`src/rtl/core/mtep_pkg.sv`:
```
// ----------------------------------------------------------------------------
// mtep_pkg
// Shared types and codes for the MIDI track event parser.
// ----------------------------------------------------------------------------
package mtep_pkg;

   localparam int unsigned KindWidth  = 3;
   localparam int unsigned LenWidth   = 28;
   localparam int unsigned TickWidth  = 32;
   localparam int unsigned TempoWidth = 24;

   localparam logic [KindWidth-1:0] KIND_NOTE_ON  = 3'd0;
   localparam logic [KindWidth-1:0] KIND_NOTE_OFF = 3'd1;
   localparam logic [KindWidth-1:0] KIND_TEMPO    = 3'd2;
   localparam logic [KindWidth-1:0] KIND_TIME_SIG = 3'd3;
   localparam logic [KindWidth-1:0] KIND_NO_STAT  = 3'd4;

   localparam logic [7:0] STATUS_META    = 8'hFF;
   localparam logic [7:0] STATUS_SYSTEM  = 8'hF0;
   localparam logic [7:0] META_TEMPO     = 8'h51;
   localparam logic [7:0] META_TIME_SIG  = 8'h58;
   localparam logic [3:0] MSG_NOTE_ON    = 4'h9;
   localparam logic [3:0] MSG_NOTE_OFF   = 4'h8;
   localparam logic [3:0] MSG_PROGRAM    = 4'hC;
   localparam logic [3:0] MSG_CHAN_PRESS = 4'hD;

   typedef enum logic [8:0] {
      PH_DELTA     = 9'b0_0000_0001,
      PH_STATUS    = 9'b0_0000_0010,
      PH_DATA1     = 9'b0_0000_0100,
      PH_DATA2     = 9'b0_0000_1000,
      PH_META_TYPE = 9'b0_0001_0000,
      PH_META_LEN  = 9'b0_0010_0000,
      PH_META_DATA = 9'b0_0100_0000,
      PH_SYS_LEN   = 9'b0_1000_0000,
      PH_SKIP      = 9'b1_0000_0000
   } phase_type;

   typedef struct packed {
      logic [KindWidth-1:0]  kind;
      logic [TickWidth-1:0]  tick_time;
      logic [3:0]            channel;
      logic [6:0]            note;
      logic [6:0]            velocity;
      logic [TempoWidth-1:0] tempo_us;
      logic [7:0]            sig_numerator;
      logic [7:0]            sig_denominator_log2;
   } result_type;

endpackage

```
`src/rtl/core/mtep_decode.sv`:
```
// ----------------------------------------------------------------------------
// mtep_decode
// Parser state and one-byte decode step; state advances on fire.
// ----------------------------------------------------------------------------
module mtep_decode (
   input  logic                 clock,
   input  logic                 reset,
   input  logic                 fire,
   input  logic                 track_start,
   input  logic [7:0]           byte_in,
   output logic                 emit,
   output mtep_pkg::result_type result
);
   import mtep_pkg::*;

   phase_type                phase_ff,     phase_in,     phase_eff;
   logic [7:0]               rstat_ff,     rstat_in,     rstat_eff;
   logic [LenWidth-1:0]      delta_ff,     delta_in,     delta_eff;
   logic [TickWidth-1:0]     ticks_ff,     ticks_in,     ticks_eff;
   logic [7:0]               meta_ff,      meta_in,      meta_eff;
   logic [LenWidth-1:0]      left_ff,      left_in,      left_eff;
   logic [1:0]               index_ff,     index_in,     index_eff;
   logic [7:0]               first_ff,     first_in,     first_eff;
   logic [TempoWidth-1:0]    pay_ff,       pay_in,       pay_eff;
   logic [LenWidth-1:0]      vlq_next;
   logic [LenWidth-1:0]      left_dec;
   logic [TempoWidth-1:0]    pay_next;
   logic [1:0]               index_next;
   logic [3:0]               msg_type;

   always_comb begin
      phase_eff = track_start ? PH_DELTA : phase_ff;
      rstat_eff = track_start ? 8'd0 : rstat_ff;
      delta_eff = track_start ? '0 : delta_ff;
      ticks_eff = track_start ? '0 : ticks_ff;
      meta_eff  = track_start ? 8'd0 : meta_ff;
      left_eff  = track_start ? '0 : left_ff;
      index_eff = track_start ? 2'd0 : index_ff;
      first_eff = track_start ? 8'd0 : first_ff;
      pay_eff   = track_start ? '0 : pay_ff;

      vlq_next   = {left_eff[LenWidth-8:0], byte_in[6:0]};
      left_dec   = left_eff - {{(LenWidth-1){1'b0}}, 1'b1};
      pay_next   = {pay_eff[TempoWidth-9:0], byte_in};
      index_next = index_eff + 2'd1;
      msg_type   = rstat_eff[7:4];

      phase_in = phase_eff;
      rstat_in = rstat_eff;
      delta_in = delta_eff;
      ticks_in = ticks_eff;
      meta_in  = meta_eff;
      left_in  = left_eff;
      index_in = index_eff;
      first_in = first_eff;
      pay_in   = pay_eff;

      emit             = 1'b0;
      result           = '0;
      result.tick_time = ticks_eff;

      unique case (phase_eff)
         PH_STATUS: begin
            if (byte_in[7]) begin
               if (byte_in == STATUS_META) begin
                  rstat_in = 8'd0;
                  phase_in = PH_META_TYPE;
               end else if (byte_in >= STATUS_SYSTEM) begin
                  rstat_in = 8'd0;
                  left_in  = '0;
                  phase_in = PH_SYS_LEN;
               end else begin
                  rstat_in = byte_in;
                  phase_in = PH_DATA1;
               end
            end else if (rstat_eff == 8'd0) begin
               emit        = 1'b1;
               result.kind = KIND_NO_STAT;
               phase_in    = PH_DELTA;
            end else begin
               first_in = {1'b0, byte_in[6:0]};
               phase_in = (msg_type == MSG_PROGRAM || msg_type == MSG_CHAN_PRESS)
                          ? PH_DELTA : PH_DATA2;
            end
         end
         PH_DATA1: begin
            first_in = {1'b0, byte_in[6:0]};
            phase_in = (msg_type == MSG_PROGRAM || msg_type == MSG_CHAN_PRESS)
                       ? PH_DELTA : PH_DATA2;
         end
         PH_DATA2: begin
            phase_in = PH_DELTA;
            if (msg_type == MSG_NOTE_ON || msg_type == MSG_NOTE_OFF) begin
               emit           = 1'b1;
               result.kind    = (msg_type == MSG_NOTE_ON) ? KIND_NOTE_ON : KIND_NOTE_OFF;
               result.channel = rstat_eff[3:0];
               result.note    = first_eff[6:0];
               result.velocity = (msg_type == MSG_NOTE_ON) ? byte_in[6:0] : 7'd0;
            end
         end
         PH_META_TYPE: begin
            meta_in  = byte_in;
            left_in  = '0;
            phase_in = PH_META_LEN;
         end
         PH_META_LEN, PH_SYS_LEN: begin
            left_in = vlq_next;
            if (!byte_in[7]) begin
               if (vlq_next == '0) begin
                  phase_in = PH_DELTA;
               end else if (phase_eff == PH_META_LEN) begin
                  index_in = 2'd0;
                  pay_in   = '0;
                  phase_in = PH_META_DATA;
               end else begin
                  phase_in = PH_SKIP;
               end
            end
         end
         PH_META_DATA: begin
            if (index_eff != 2'd3) begin
               pay_in   = pay_next;
               index_in = index_next;
               if (meta_eff == META_TEMPO && index_next == 2'd3) begin
                  emit            = 1'b1;
                  result.kind     = KIND_TEMPO;
                  result.tempo_us = pay_next;
               end else if (meta_eff == META_TIME_SIG && index_next == 2'd1) begin
                  first_in = byte_in;
               end else if (meta_eff == META_TIME_SIG && index_next == 2'd2) begin
                  emit                        = 1'b1;
                  result.kind                 = KIND_TIME_SIG;
                  result.sig_numerator        = first_eff;
                  result.sig_denominator_log2 = byte_in;
               end
            end
            left_in = left_dec;
            if (left_dec == '0) begin
               phase_in = PH_DELTA;
            end
         end
         PH_SKIP: begin
            left_in = left_dec;
            if (left_dec == '0) begin
               phase_in = PH_DELTA;
            end
         end
         default: begin
            delta_in = {delta_eff[LenWidth-8:0], byte_in[6:0]};
            phase_in = PH_DELTA;
            if (!byte_in[7]) begin
               ticks_in = ticks_eff + {{(TickWidth-LenWidth){1'b0}}, delta_in};
               delta_in = '0;
               phase_in = PH_STATUS;
            end
         end
      endcase
   end

   always_ff @(posedge clock) begin
      if (reset) begin
         phase_ff <= PH_DELTA;
         rstat_ff <= 8'd0;
         delta_ff <= '0;
         ticks_ff <= '0;
         meta_ff  <= 8'd0;
         left_ff  <= '0;
         index_ff <= 2'd0;
         first_ff <= 8'd0;
         pay_ff   <= '0;
      end else if (fire) begin
         phase_ff <= phase_in;
         rstat_ff <= rstat_in;
         delta_ff <= delta_in;
         ticks_ff <= ticks_in;
         meta_ff  <= meta_in;
         left_ff  <= left_in;
         index_ff <= index_in;
         first_ff <= first_in;
         pay_ff   <= pay_in;
      end
   end

endmodule

```
`src/rtl/core/midi_track_event_parser.sv`:
```
// ----------------------------------------------------------------------------
// midi_track_event_parser
// Parses track chunk body bytes into note, tempo and time-signature events.
//
// Input channel (req_): one track body byte per beat; req_track_start marks
// the first byte of a track and clears time and running status.
// Result channel (rsp_): at most one event per input byte; bytes that yield
// no event produce no beat.
// Each byte lands in an input register and is decoded from there. The event
// is written to the result register when the decode step fires, so a result
// is presented from that register. One byte per cycle is sustained while no
// result waits under rsp_stall: the decode step is the only loop.
// While a result waits under rsp_stall, the input register may fill once and
// then holds its byte, whether or not that byte gives an event; req_stall
// stays high until the waiting result beat is taken.
// Reset clears the parser state and the valid flags of both registers; time
// starts at zero with no running status.
// ----------------------------------------------------------------------------
module midi_track_event_parser (
   input  logic        clock,
   input  logic        reset,
   input  logic        req_valid,
   output logic        req_stall,
   input  logic        req_track_start,
   input  logic [7:0]  req_byte_in,
   output logic        rsp_valid,
   input  logic        rsp_stall,
   output logic [2:0]  rsp_kind,
   output logic [31:0] rsp_tick_time,
   output logic [3:0]  rsp_channel,
   output logic [6:0]  rsp_note,
   output logic [6:0]  rsp_velocity,
   output logic [23:0] rsp_tempo_us,
   output logic [7:0]  rsp_sig_numerator,
   output logic [7:0]  rsp_sig_denominator_log2
);
   import mtep_pkg::*;

   logic       in_valid_ff, in_valid_in;
   logic       in_start_ff;
   logic [7:0] in_byte_ff;
   logic       rsp_valid_ff, rsp_valid_in;
   result_type rsp_data_ff;
   result_type step_result;
   logic       step_emit;
   logic       advance;

   assign advance     = in_valid_ff && (!rsp_valid_ff || !rsp_stall);
   assign req_stall   = in_valid_ff && !advance;
   assign in_valid_in = req_stall ? in_valid_ff : req_valid;

   always_comb begin
      rsp_valid_in = rsp_valid_ff;
      if (advance) begin
         rsp_valid_in = step_emit;
      end else if (!rsp_stall) begin
         rsp_valid_in = 1'b0;
      end
   end

   mtep_decode u_decode (
      .clock       (clock),
      .reset       (reset),
      .fire        (advance),
      .track_start (in_start_ff),
      .byte_in     (in_byte_ff),
      .emit        (step_emit),
      .result      (step_result)
   );

   always_ff @(posedge clock) begin
      if (reset) begin
         in_valid_ff  <= 1'b0;
         rsp_valid_ff <= 1'b0;
      end else begin
         in_valid_ff  <= in_valid_in;
         rsp_valid_ff <= rsp_valid_in;
      end
   end

   always_ff @(posedge clock) begin
      if (req_valid && !req_stall) begin
         in_start_ff <= req_track_start;
         in_byte_ff  <= req_byte_in;
      end
      if (advance && step_emit) begin
         rsp_data_ff <= step_result;
      end
   end

   assign rsp_valid                = rsp_valid_ff;
   assign rsp_kind                 = rsp_data_ff.kind;
   assign rsp_tick_time            = rsp_data_ff.tick_time;
   assign rsp_channel              = rsp_data_ff.channel;
   assign rsp_note                 = rsp_data_ff.note;
   assign rsp_velocity             = rsp_data_ff.velocity;
   assign rsp_tempo_us             = rsp_data_ff.tempo_us;
   assign rsp_sig_numerator        = rsp_data_ff.sig_numerator;
   assign rsp_sig_denominator_log2 = rsp_data_ff.sig_denominator_log2;

`ifndef SYNTHESIS
   a_stall_needs_byte: assert property (@(posedge clock) disable iff (reset)
      req_stall |-> in_valid_ff)
      else $error("input stalled with empty input register");

   a_reset_clears_rsp: assert property (@(posedge clock)
      reset |=> !rsp_valid_ff)
      else $error("result valid after reset");

   a_note_off_velocity: assert property (@(posedge clock) disable iff (reset)
      (rsp_valid_ff && rsp_data_ff.kind == KIND_NOTE_OFF) |-> rsp_data_ff.velocity == 7'd0)
      else $error("note off with nonzero velocity");

   a_emit_kind_known: assert property (@(posedge clock) disable iff (reset)
      (advance && step_emit) |=> (rsp_valid_ff && (rsp_data_ff.kind == KIND_NOTE_ON
         || rsp_data_ff.kind == KIND_NOTE_OFF || rsp_data_ff.kind == KIND_TEMPO
         || rsp_data_ff.kind == KIND_TIME_SIG || rsp_data_ff.kind == KIND_NO_STAT)))
      else $error("event not captured with a known kind");
`endif

endmodule

```
`config.mk`:
```
export PLATFORM = sky130hd
export DESIGN_NAME = midi_track_event_parser
export DESIGN_NICKNAME = d
export VERILOG_FILES = /design/src/rtl/core/mtep_pkg.sv /design/src/rtl/core/mtep_decode.sv /design/src/rtl/core/midi_track_event_parser.sv
export SDC_FILE = /design/constraint.sdc
export NUM_CORES = 1
export LEC_CHECK = 0
export ABC_AREA = 1
export BUFFER_PORTS_ARGS = -buffer_cell sky130_fd_sc_hd__buf_2
export CAP_MARGIN = 30
export CORE_MARGIN = 2
export CORE_UTILIZATION = 55
export CTS_CLUSTER_DIAMETER = 200
export DETAILED_ROUTE_END_ITERATION = 8
export GPL_TIMING_DRIVEN = 0
export PLACE_DENSITY_LB_ADDON = 0.25
export SKIP_LAST_GASP = 1
export SYNTH_ARGS = -nofsm -noshare
export SYNTH_HDL_FRONTEND = slang
export SYNTH_SLANG_ARGS = --single-unit
```
`constraint.sdc`:
```
create_clock -name clock -period 5.22 [get_ports clock]
set_input_delay 0.783 -clock clock [delete_from_list [all_inputs] [get_ports clock]]
set_output_delay 0.783 -clock clock [all_outputs]
set_load 0.02 [all_outputs]
```
## Yosys cells after proc, flatten, opt, wreduce, memory -nomap -nowiden

Index checks and enable logic that the tools add are counted.

- Register bits: 244
- Bits of input ports: 13
- Output and inout port bits: 95
- Logic and storage cells: 140

- Add/subtract/negate cells: 3
- Order comparisons: 1
- Equality and inequality tests: 20
- Mux-type cells: 68
- Bitwise operators: 3
- Reduce and logical (&&, ||, !) cells: 24

Operators by type and width:

| kind | number |
|---|---|
| $mux 24 | 5 |
| $mux 28 | 4 |
| $mux 8 | 14 |
| $pmux 28 s4 | 1 |
| $mux 32 | 3 |
| $mux 9 | 8 |
| $mux 21 | 3 |
| $logic_not 28->1 | 2 |
| $pmux 9 s6 | 1 |
| $pmux 24 s2 | 1 |
| $add 32x28->32 | 1 |
| $sub 28x1->28 const B | 1 |
| $pmux 8 s3 | 1 |
| $mux 3 | 6 |
| $eq 4x4->1 const B | 4 |
| $eq 8x7->1 const B | 2 |
| $mux 2 | 7 |
| $mux 1 | 10 |
| $eq 9x2->1 const B | 1 |
| $eq 9x3->1 const B | 1 |
| $eq 9x4->1 const B | 1 |
| $eq 9x5->1 const B | 1 |
| $eq 9x6->1 const B | 1 |
| $eq 9x7->1 const B | 1 |
| 23 further kinds | 39 |

## Depth between registers and ports, before layout

Gate-level depths: netlist of run 1.

- Word-level depth: 10
- Gate-level depth with buffers: 22
- Mapped depth without buffers: 18

## By module

A second synthesis of run 1 with hierarchy kept.

- Cells, all modules: 1767
- Area, all modules: 13222.7 um2

Modules (own cells, without submodules):

| module | instances | cells an instance | area an instance (um2) | seq. area each (um2) |
|---|---|---|---|---|
| mtep_decode | 1 | 1647 | 10054.6 | 2642.5 |
| midi_track_event_parser | 1 | 120 | 3168.0 | 3103.0 |

## Least setup slack after synthesis of run 1

Ideal clock, no wire load.

- Kind: reg2reg
- From: register in_start_ff
- To: register rsp_data_ff, in the netlist rsp_channel[0], enable pin
- Library setup time: 529 ps
- Arrival time: 5230 ps
- Required time: 4691 ps
- Setup slack: -538 ps
- Cell stages (with the launch flop): 12
- Buffers on the path: 4
- Clock period less this slack: 5758 ps
- Cells stage by stage: edfxtp_1 -> buf_6 -> inv_4 -> buf_6 -> buf_4 -> buf_4 -> nand2_1 -> nor3_1 -> nand3_1 -> nand2_1 -> nor3_1 -> nor3_2

- Longest elaborated chain between the ends: 10
- Elaborated cells on any way between the ends: 30
- Classes of those cells: add/sub (1); eq/ne (11); mux (12); reduce/logical (6)

RTL lines:

| what | line | source |
|---|---|---|
| start: declaration | midi_track_event_parser.sv:40 | `logic in_start_ff;` |
| start signal: assignment | midi_track_event_parser.sv:83 | `in_start_ff <= req_track_start;` |
| $mux 2 | mtep_decode.sv:38 | `index_eff = track_start ? 2'd0 : index_ff;` |
| $add 2x1->2 | mtep_decode.sv:45 | `index_next = index_eff + 2'd1;` |
| $eq 2x2->1 | mtep_decode.sv:130 | `end else if (meta_eff == META_TIME_SIG && index_next == 2'd2) begin` |
| $logic_and 1x1->1 | mtep_decode.sv:130 |  |
| $mux 1 | mtep_decode.sv:130 |  |
| $mux 1 | mtep_decode.sv:128 | `end else if (meta_eff == META_TIME_SIG && index_next == 2'd1) begin` |
| $mux 1 | mtep_decode.sv:124 | `if (meta_eff == META_TEMPO && index_next == 2'd3) begin` |
| $mux 1 | mtep_decode.sv:121 | `if (index_eff != 2'd3) begin` |
| $pmux 1 s3 (*) | mtep_decode.sv:62 | `unique case (phase_eff)` |
| $logic_and 1x1->1 (*) | midi_track_event_parser.sv:86 | `if (advance && step_emit) begin` |
| end signal: assignment | midi_track_event_parser.sv:87 | `rsp_data_ff <= step_result;` |
| end: declaration | midi_track_event_parser.sv:43 | `result_type rsp_data_ff;` |

Every way passes the cells marked *; elsewhere a longest branch is shown, timed or not.
A chain may end at the register's enable or synchronous reset.

==> results of run 1 <==
==> registers in the layout, indices dropped and copies added (netlist names), 7 cells and up <==
signal and count:
u_decode.ticks_ff 32, u_decode.left_ff 28, rsp_tick_time 32, u_decode.meta_ff 8, rsp_sig_denominator_log2 8, u_decode.phase_ff 9
u_decode.first_ff 8, u_decode.rstat_ff 8, rsp_velocity 7, u_decode.delta_ff 21, rsp_sig_numerator 8, rsp_tempo_us 24
u_decode.pay_ff 16, rsp_note 7, in_byte_ff 8
==> per-stage QoR <==
stage / setup slack [ns] / total power, uW / std cells / area, sq um / hold WS [ns]
after floorplan: 0.893 / 2370 / 1846 / 13400 / 0.445
after global placement: -0.370 / 2530 / 2277 / 14300 / 0.453
after detailed placement: 0.146 / 2530 / 2281 / 14400 / 0.456
after CTS: 0.113 / 4500 / 2329 / 15300 / 0.404
after global routing: 0.0405 / 4640 / 2328 / 15300 / 0.413
final: 0.277 / 4510 / 2328 / 15300 / 0.417
==> power by group through the flow <==
stage	Sequential (uW)	Clock, uW	Combinational [uW]
after floorplan	2030	0	338
after global placement	2040	0	485
after detailed placement	2040	0	489
after CTS	2010	2000	493
after global routing	2010	2070	557
final	2010	1990	510
==> worst max-delay path by stage <==
stage | start | endpoint
5_1_grt | in_start_ff | u_decode.ticks_ff[18]
4_1_cts | in_start_ff | u_decode.ticks_ff[20]
2_1_floorplan | in_start_ff | rsp_channel[0]
3_5_place_dp | in_start_ff | u_decode.ticks_ff[20]
3_3_place_gp | in_start_ff | rsp_sig_denominator_log2[6]
6_report | in_start_ff | u_decode.ticks_ff[18]
==> kinds of logic after synthesis <==
| kind of cell | after synthesis | synth area share (%) |
|---|---|---|
| simple gates | 834 | 26.2 |
| buf+inv | 338 | 9.93 |
| compound gates | 387 | 16.6 |
| fa+ha+maj | 30 | 2.87 |
| xor+xnor | 21 | 1.38 |
| flops | 236 | 43.0 |
==> worst max-delay path, delay by kind of cell (launching register included) <==
kind            cells  cell delay (ns)
buf+inv             5             2.13
simple gates       12             1.37
compound gates      2             0.56
fa+ha+maj           1             0.39
flops               1             0.34
==> routing by layer <==
| layer | vias to the layer above | track usage (%) |
|---|---|---|
| li1 | 6428 | - |
| met1 | 6239 | 48.2 |
| met2 | 783 | 53.5 |
| met3 | 104 | 5.64 |
| met4 | 2 | 11.1 |
| met5 | - | 0 |
==> layout make-up <==
class / count / area [sq um] / area share (%)
inverters: 257 / 967 / 6.32
clock inverters: 17 / 228 / 1.49
plain buffers: 80 / 357 / 2.33
well taps: 324 / 405 / 2.65
flip-flops and latches: 236 / 5750 / 37.5
repair buffers: 111 / 608 / 3.97
multi-input cells: 1272 / 6300 / 41.1
clock buffers: 31 / 701 / 4.58
==> synth_stat cells (all sizes together) <==
cell type	n	area share [%]
nor4	7	0.37
nor3	46	1.8
ha	29	2.7
clkbuf	51	1.4
o31ai	2	0.11
a32oi	1	0.066
o211ai	52	2.9
edfxtp	102	23
o2111ai	2	0.13
a21o	4	0.22
xnor2	7	0.46
o221ai	1	0.066
nor2	240	7.1
xor2	14	0.92
clkinv	3	0.084
o21ai	124	4.8
dfxtp	134	20
a221oi	3	0.20
a31oi	26	1.2
inv	254	7.2
nand3	98	3.8
nand4	27	1.3
fa	1	0.15
nand2	412	12
o22ai	12	0.56
o21bai	3	0.17
a21oi	144	5.4
a211oi	2	0.11
or2	4	0.19
buf	30	1.3
a22oi	6	0.34
a41oi	2	0.13
o21a	3	0.17
==> what timing repair did <==
item                       in CTS  in global routing
hold buffers                    0                  0
setup endpoints to repair       0                 14
gates resized for setup         0                  3
==> results by group, run 1 <==
Run status
  – Status: finished, final reports clean

Yosys
  – #FFs+latches synth: 236
  – Distinct cells, synth: 50
  – Ys Warns: 0
  – Area of the mapped netlist: 13400 sq um
  – Post-Syn Area per Cell: 7.24 sq um
  – Sequential area share after synthesis: 43.0%
  – Mapped Cells: 1846
  – Mapped Nets: 1889

Cells and area
  – Fraction of layout cells with a size suffix above 1: 10.5%
  – Final core occ: 63.5%
  – Final #Nets: 2027
  – Area Overhead vs Synth: 14.6%
  – Fill cells: 2280
  – Antenna Diode Count: 0
  – Commonest cells after routing, fill and taps aside: nand2_1 (410), inv_1 (244), nor2_1 (231)
  – Most common cell after layout, fill and taps aside: nand2_1

Pwr
  – Comb pwr share: 11.3%
  – VDD IR max: 0.292 mV
  – Power per cell area: 294 nW/um^2
  – Flop pwr share: 44.6%
  – Leak Pwr: 0.00644 uW
  – Net Sw Power: 1190 uW
  – Pint: 3320 uW
  – Net Sw Frac: 26.4%
  – Power share of the clock group: 44.1%

Route
  – WL final: 44300 um
  – Wl on met1: 18400 um
  – Initial drt markers: 1438
  – Post-DRT Antenna Nets: 0
  – Vias after detailed routing: 13600
  – DR top layer: met5
  – Met2 routed WL: 19600 um
  – DR WL met3: 4900 um
  – Per-cell routed wire length: 19.0 um
  – Detail-routed via count per cell: 5.82
  – TritonRoute pass-1 iters: 6
  – # DRC: 0

Timing
  – # setup viols final: 0
  – Final Hold Viols: 0
  – Setup_tns: 0 ns
  – Unrepaired setup endpoints after global routing: false
  – Tmin final: 4.94 ns
  – Clock Skew: 0.00939 ns
  – Relative slew slack: 33.7%
  – Worst-margin pin slew: 0.994 ns
  – Final max-slew violation count: 0
  – Tcrit/Tclk final: 94.7%
  – Fmax achieved: 202 MHz

Min path
  – Hold path cells: 1
  – Hold Path End: in_byte_ff[5]
  – Worst hold-check path type: primary input to flip-flop
  – HP Start: req_byte_in[5]

Global routing
  – Global-route wire length before repair: 68300 um
  – Largest net degree at the start of global routing: 22
  – GRT Overall Usage: 34.0%
  – Vias in the first global route: 12200
  – Total gr overflow: 0
  – Initial antenna violation count: 1

Floorplanning
  – IO Count: 108
  – Placeable Area: 24100 sq um
  – Chip width: 160 um
  – Initial Utilization: 55.4%
  – Row Count: 57
  – DIE HEIGHT: 160 um
  – Die area: 25600 sq um

Flow run
  – Max Cap Viol: 0

Setup path
  – R2r setup slk: 0.28 ns
  – Critical Path Slowest Stage Cell: clkbuf_1
  – Cell repeated most along the worst path: nand2_1
  – Crit path cell chain: buf_6, clkbuf_1, clkbuf_1, buf_1, clkbuf_2, nor2_1, ha_1, nand2_1, o21ai_0, nand3_1, nand2_1, nand2_1, nand2_1, nand3_1, nand2_1, nand2_1, nand3_1, nand3_1, a21oi_1, nor2_1
  – Critical path type: flip-flop to flip-flop
  – Worst R2R Start: in_start_ff
  – Worst-case reg-to-reg path depth: 20
  – Worst Setup Start Kind: flip-flop
  – Data required time of the worst path: 5.62 ns
  – CP peak stage delay: 0.62 ns
  – CP arrival: 5.34 ns
  – Max Fanout on Critical Path: 10
  – RR Endpoint: u_decode.ticks_ff[18]
  – Crit end category: flip-flop

Clock tree
  – H-tree depth: 1
  – CTS tree: done
  – Post-CTS Setup Inserts: 0
  – CTS Sinks: 236
  – Clk buf depth: 3
  – Clock slew at the register clock pins of the worst setup and hold paths: 0.06 ns
  – Clock Tree Root: clkbuf_16
  – CTS Buf Count: 26
  – Skew-Pair Late Insertion Delay: 0.54 ns

Placement
  – Hpwl dp: 32400 um
  – GPL Wtd Cong: 1.02
  – I/O Buffers: 107
(Power assumes the default switching activity.)
==> inputs of run 2 (changes only) <==
Settings changed: CORE_UTILIZATION 55 to 60, PLACE_DENSITY from default to 0.91, PLACE_DENSITY_LB_ADDON 0.25 to default.
Clock period 5.22 ns to 5.2 ns, I/O delays scaled along.
==> run 2 against run 1 <==
- clock-buffer cell count rose by 3
- worst setup slack improved by 0.033 ns
- cell area fell by 0.65%
- core utilization rose by 6.2 points
- first-iteration DRC count rose by 50%
- critical endpoint is now u_decode.ticks_ff[20]
==> results by group, run 2 (synthesis results as in run 1) <==
Clock tree
  – CTS Sinks: 236 (unchanged)
  – Skew-Pair Late Insertion Delay: 0.55 ns (was 0.54 ns)
  – Clock Tree Root: clkbuf_16 (unchanged)
  – CTS tree: done (unchanged)
  – CTS Buf Count: 26 (unchanged)
  – Clk buf depth: 3 (unchanged)
  – H-tree depth: 1 (unchanged)
  – Post-CTS Setup Inserts: 0 (unchanged)
  – Clock slew at the register clock pins of the worst setup and hold paths: 0.07 ns (was 0.06 ns)

Timing
  – Tcrit/Tclk final: 94.1% (was 94.7%)
  – Clock Skew: 0.0216 ns (was 0.00939 ns)
  – Fmax achieved: 204 MHz (was 202 MHz)
  – Worst Slack Setup Final: 0.309 ns (was 0.277 ns)
  – Relative slew slack: 33.2% (was 33.7%)
  – # setup viols final: 0 (unchanged)
  – Final Hold Viols: 0 (unchanged)
  – Worst-margin pin slew: 1.00 ns (was 0.994 ns)
  – Tmin final: 4.89 ns (was 4.94 ns)
  – Unrepaired setup endpoints after global routing: false (unchanged)
  – Final max-slew violation count: 0 (unchanged)

Global routing
  – Vias in the first global route: 13300 (was 12200)
  – Global-route wire length before repair: 72500 um (was 68300 um)
  – Total gr overflow: 0 (unchanged)
  – Largest net degree at the start of global routing: 26 (was 22)
  – GRT Overall Usage: 39.1% (was 34.0%)
  – Initial antenna violation count: 0 (was 1)

Route
  – WL final: 47100 um (was 44300 um)
  – Detail-routed via count per cell: 6.13 (was 5.82)
  – # DRC: 0 (unchanged)
  – TritonRoute pass-1 iters: 9 (was 6)
  – Per-cell routed wire length: 20.6 um (was 19.0 um)
  – Post-DRT Antenna Nets: 0 (unchanged)
  – Initial drt markers: 2157 (was 1438)
  – Vias after detailed routing: 14000 (was 13600)

Pwr
  – VDD IR max: 0.271 mV (was 0.292 mV)
  – Leak Pwr: 0.00643 uW (was 0.00644 uW)
  – Power Total: 4390 uW (was 4510 uW)
  – Power per cell area: 288 nW/um^2 (was 294 nW/um^2)

Setup path
  – Critical path type: flip-flop to flip-flop (unchanged)
  – Crit end category: flip-flop (unchanged)
  – Max Fanout on Critical Path: 10 (unchanged)
  – Data required time of the worst path: 5.61 ns (was 5.62 ns)
  – CP arrival: 5.30 ns (was 5.34 ns)
  – Worst Setup Start Kind: flip-flop (unchanged)

Floorplanning
  – Initial Utilization: 61.2% (was 55.4%)
  – DIE HEIGHT: 153 um (was 160 um)
  – Chip width: 153 um (was 160 um)
  – Die area: 23500 sq um (was 25600 sq um)
  – IO Count: 108 (unchanged)
  – Row Count: 54 (was 57)
  – Placeable Area: 21800 sq um (was 24100 sq um)

Cells and area
  – Fraction of layout cells with a size suffix above 1: 10.8% (was 10.5%)
  – Final #Nets: 2029 (was 2027)
  – Fin cells: 2286 (was 2328)
  – Most common cell after layout, fill and taps aside: nand2_1 (unchanged)
  – Commonest cells after routing, fill and taps aside: nand2_1 (410), inv_1 (244), nor2_1 (231) (unchanged)
  – Area Overhead vs Synth: 13.8% (was 14.6%)
  – Antenna Diode Count: 0 (unchanged)
  – Post-route design area: 15200 sq um (was 15300 sq um)
  – Fill cells: 1771 (was 2280)
  – Final core occ: 69.7% (was 63.5%)

Placement
  – Pre-CTS setup slack: 0.0428 ns (was 0.146 ns)
  – I/O Buffers: 107 (unchanged)
  – DP Area: 14300 sq um (was 14400 sq um)
  – GPL Wtd Cong: 1.02 (about the same)
  – Hpwl dp: 33900 um (was 32400 um)
  – Dpl cells: 2237 (was 2281)

Min path
  – Worst hold-check path type: primary input to flip-flop (unchanged)

Flow run
  – Max Cap Viol: 0 (unchanged)

Run status
  – Status: finished, final reports clean (unchanged)
## run 2: per-layer routing
| metal | track usage [%] | up-vias | wire, um |
|---|---|---|---|
| met1 | 52.9 | 6322 | 18400 |
| met4 | 17.5 | 0 | 2300 |
| met3 | 9.61 | 185 | 6210 |
| li1 | - | 6429 | - |
| met5 | 0 | - | 0 |
| met2 | 59.7 | 1077 | 20200 |
## run 2: stage by stage
| step | TNS [ns] | hold WS, ns |
|---|---|---|
| final | 0 | 0.406 |
| after global routing | 0 | 0.414 |
| after CTS | 0 | 0.405 |
| after detailed placement | 0 | 0.455 |
| after global placement | -52.63 | 0.452 |
| after floorplan | 0 | 0.445 |
## run 2: report_power, final
group	internal [uW]	switching, uW
registers	1970	41.9
logic	143	377
clock network	1040	812
## run 2: layout make-up
cell class,instances,area [sq um],share of cell area (%)
Sequential cell,236,5750,37.8
Multi-Input combinational cell,1272,6300,41.4
Tap cell,280,350,2.30
Clock buffer,34,763,5.02
Inverter,257,967,6.36
Clock inverter,14,91.3,0.601
Timing Repair Buffer,113,637,4.19
Buffer,80,358,2.35
## run 2: final timing paths
check | start | end | cells past startpoint | slack, ns
setup / recovery | in_start_ff | u_decode.ticks_ff[20] | 17 | 0.31
hold / removal | req_track_start | in_start_ff | 1 | 0.41
setup reg to reg | in_start_ff | u_decode.ticks_ff[20] | 17 | 0.31
hold reg to reg | u_decode.ticks_ff[5] | u_decode.ticks_ff[5] | 2 | 0.47
## run 2: worst max-delay path, stage by stage (launching register included)
cell and delay [ns]:
edfxtp_1 0.34, buf_6 0.17, clkbuf_1 0.54, clkbuf_2 0.46
buf_1 0.46, clkbuf_2 0.43, nor2_1 0.14, ha_1 0.38
nand2_1 0.07, o21ai_0 0.37, a21oi_1 0.24, o21ai_0 0.39
nand2_1 0.09, nand2_1 0.13, a21oi_1 0.11, or2_2 0.28
nand3_1 0.07, a21oi_1 0.06
## run 2: repair_timing
item                                    4_1_cts  5_1_grt
resized for setup                             0        4
hold buffers                                  0        0
endpoints found under the setup margin        0       17
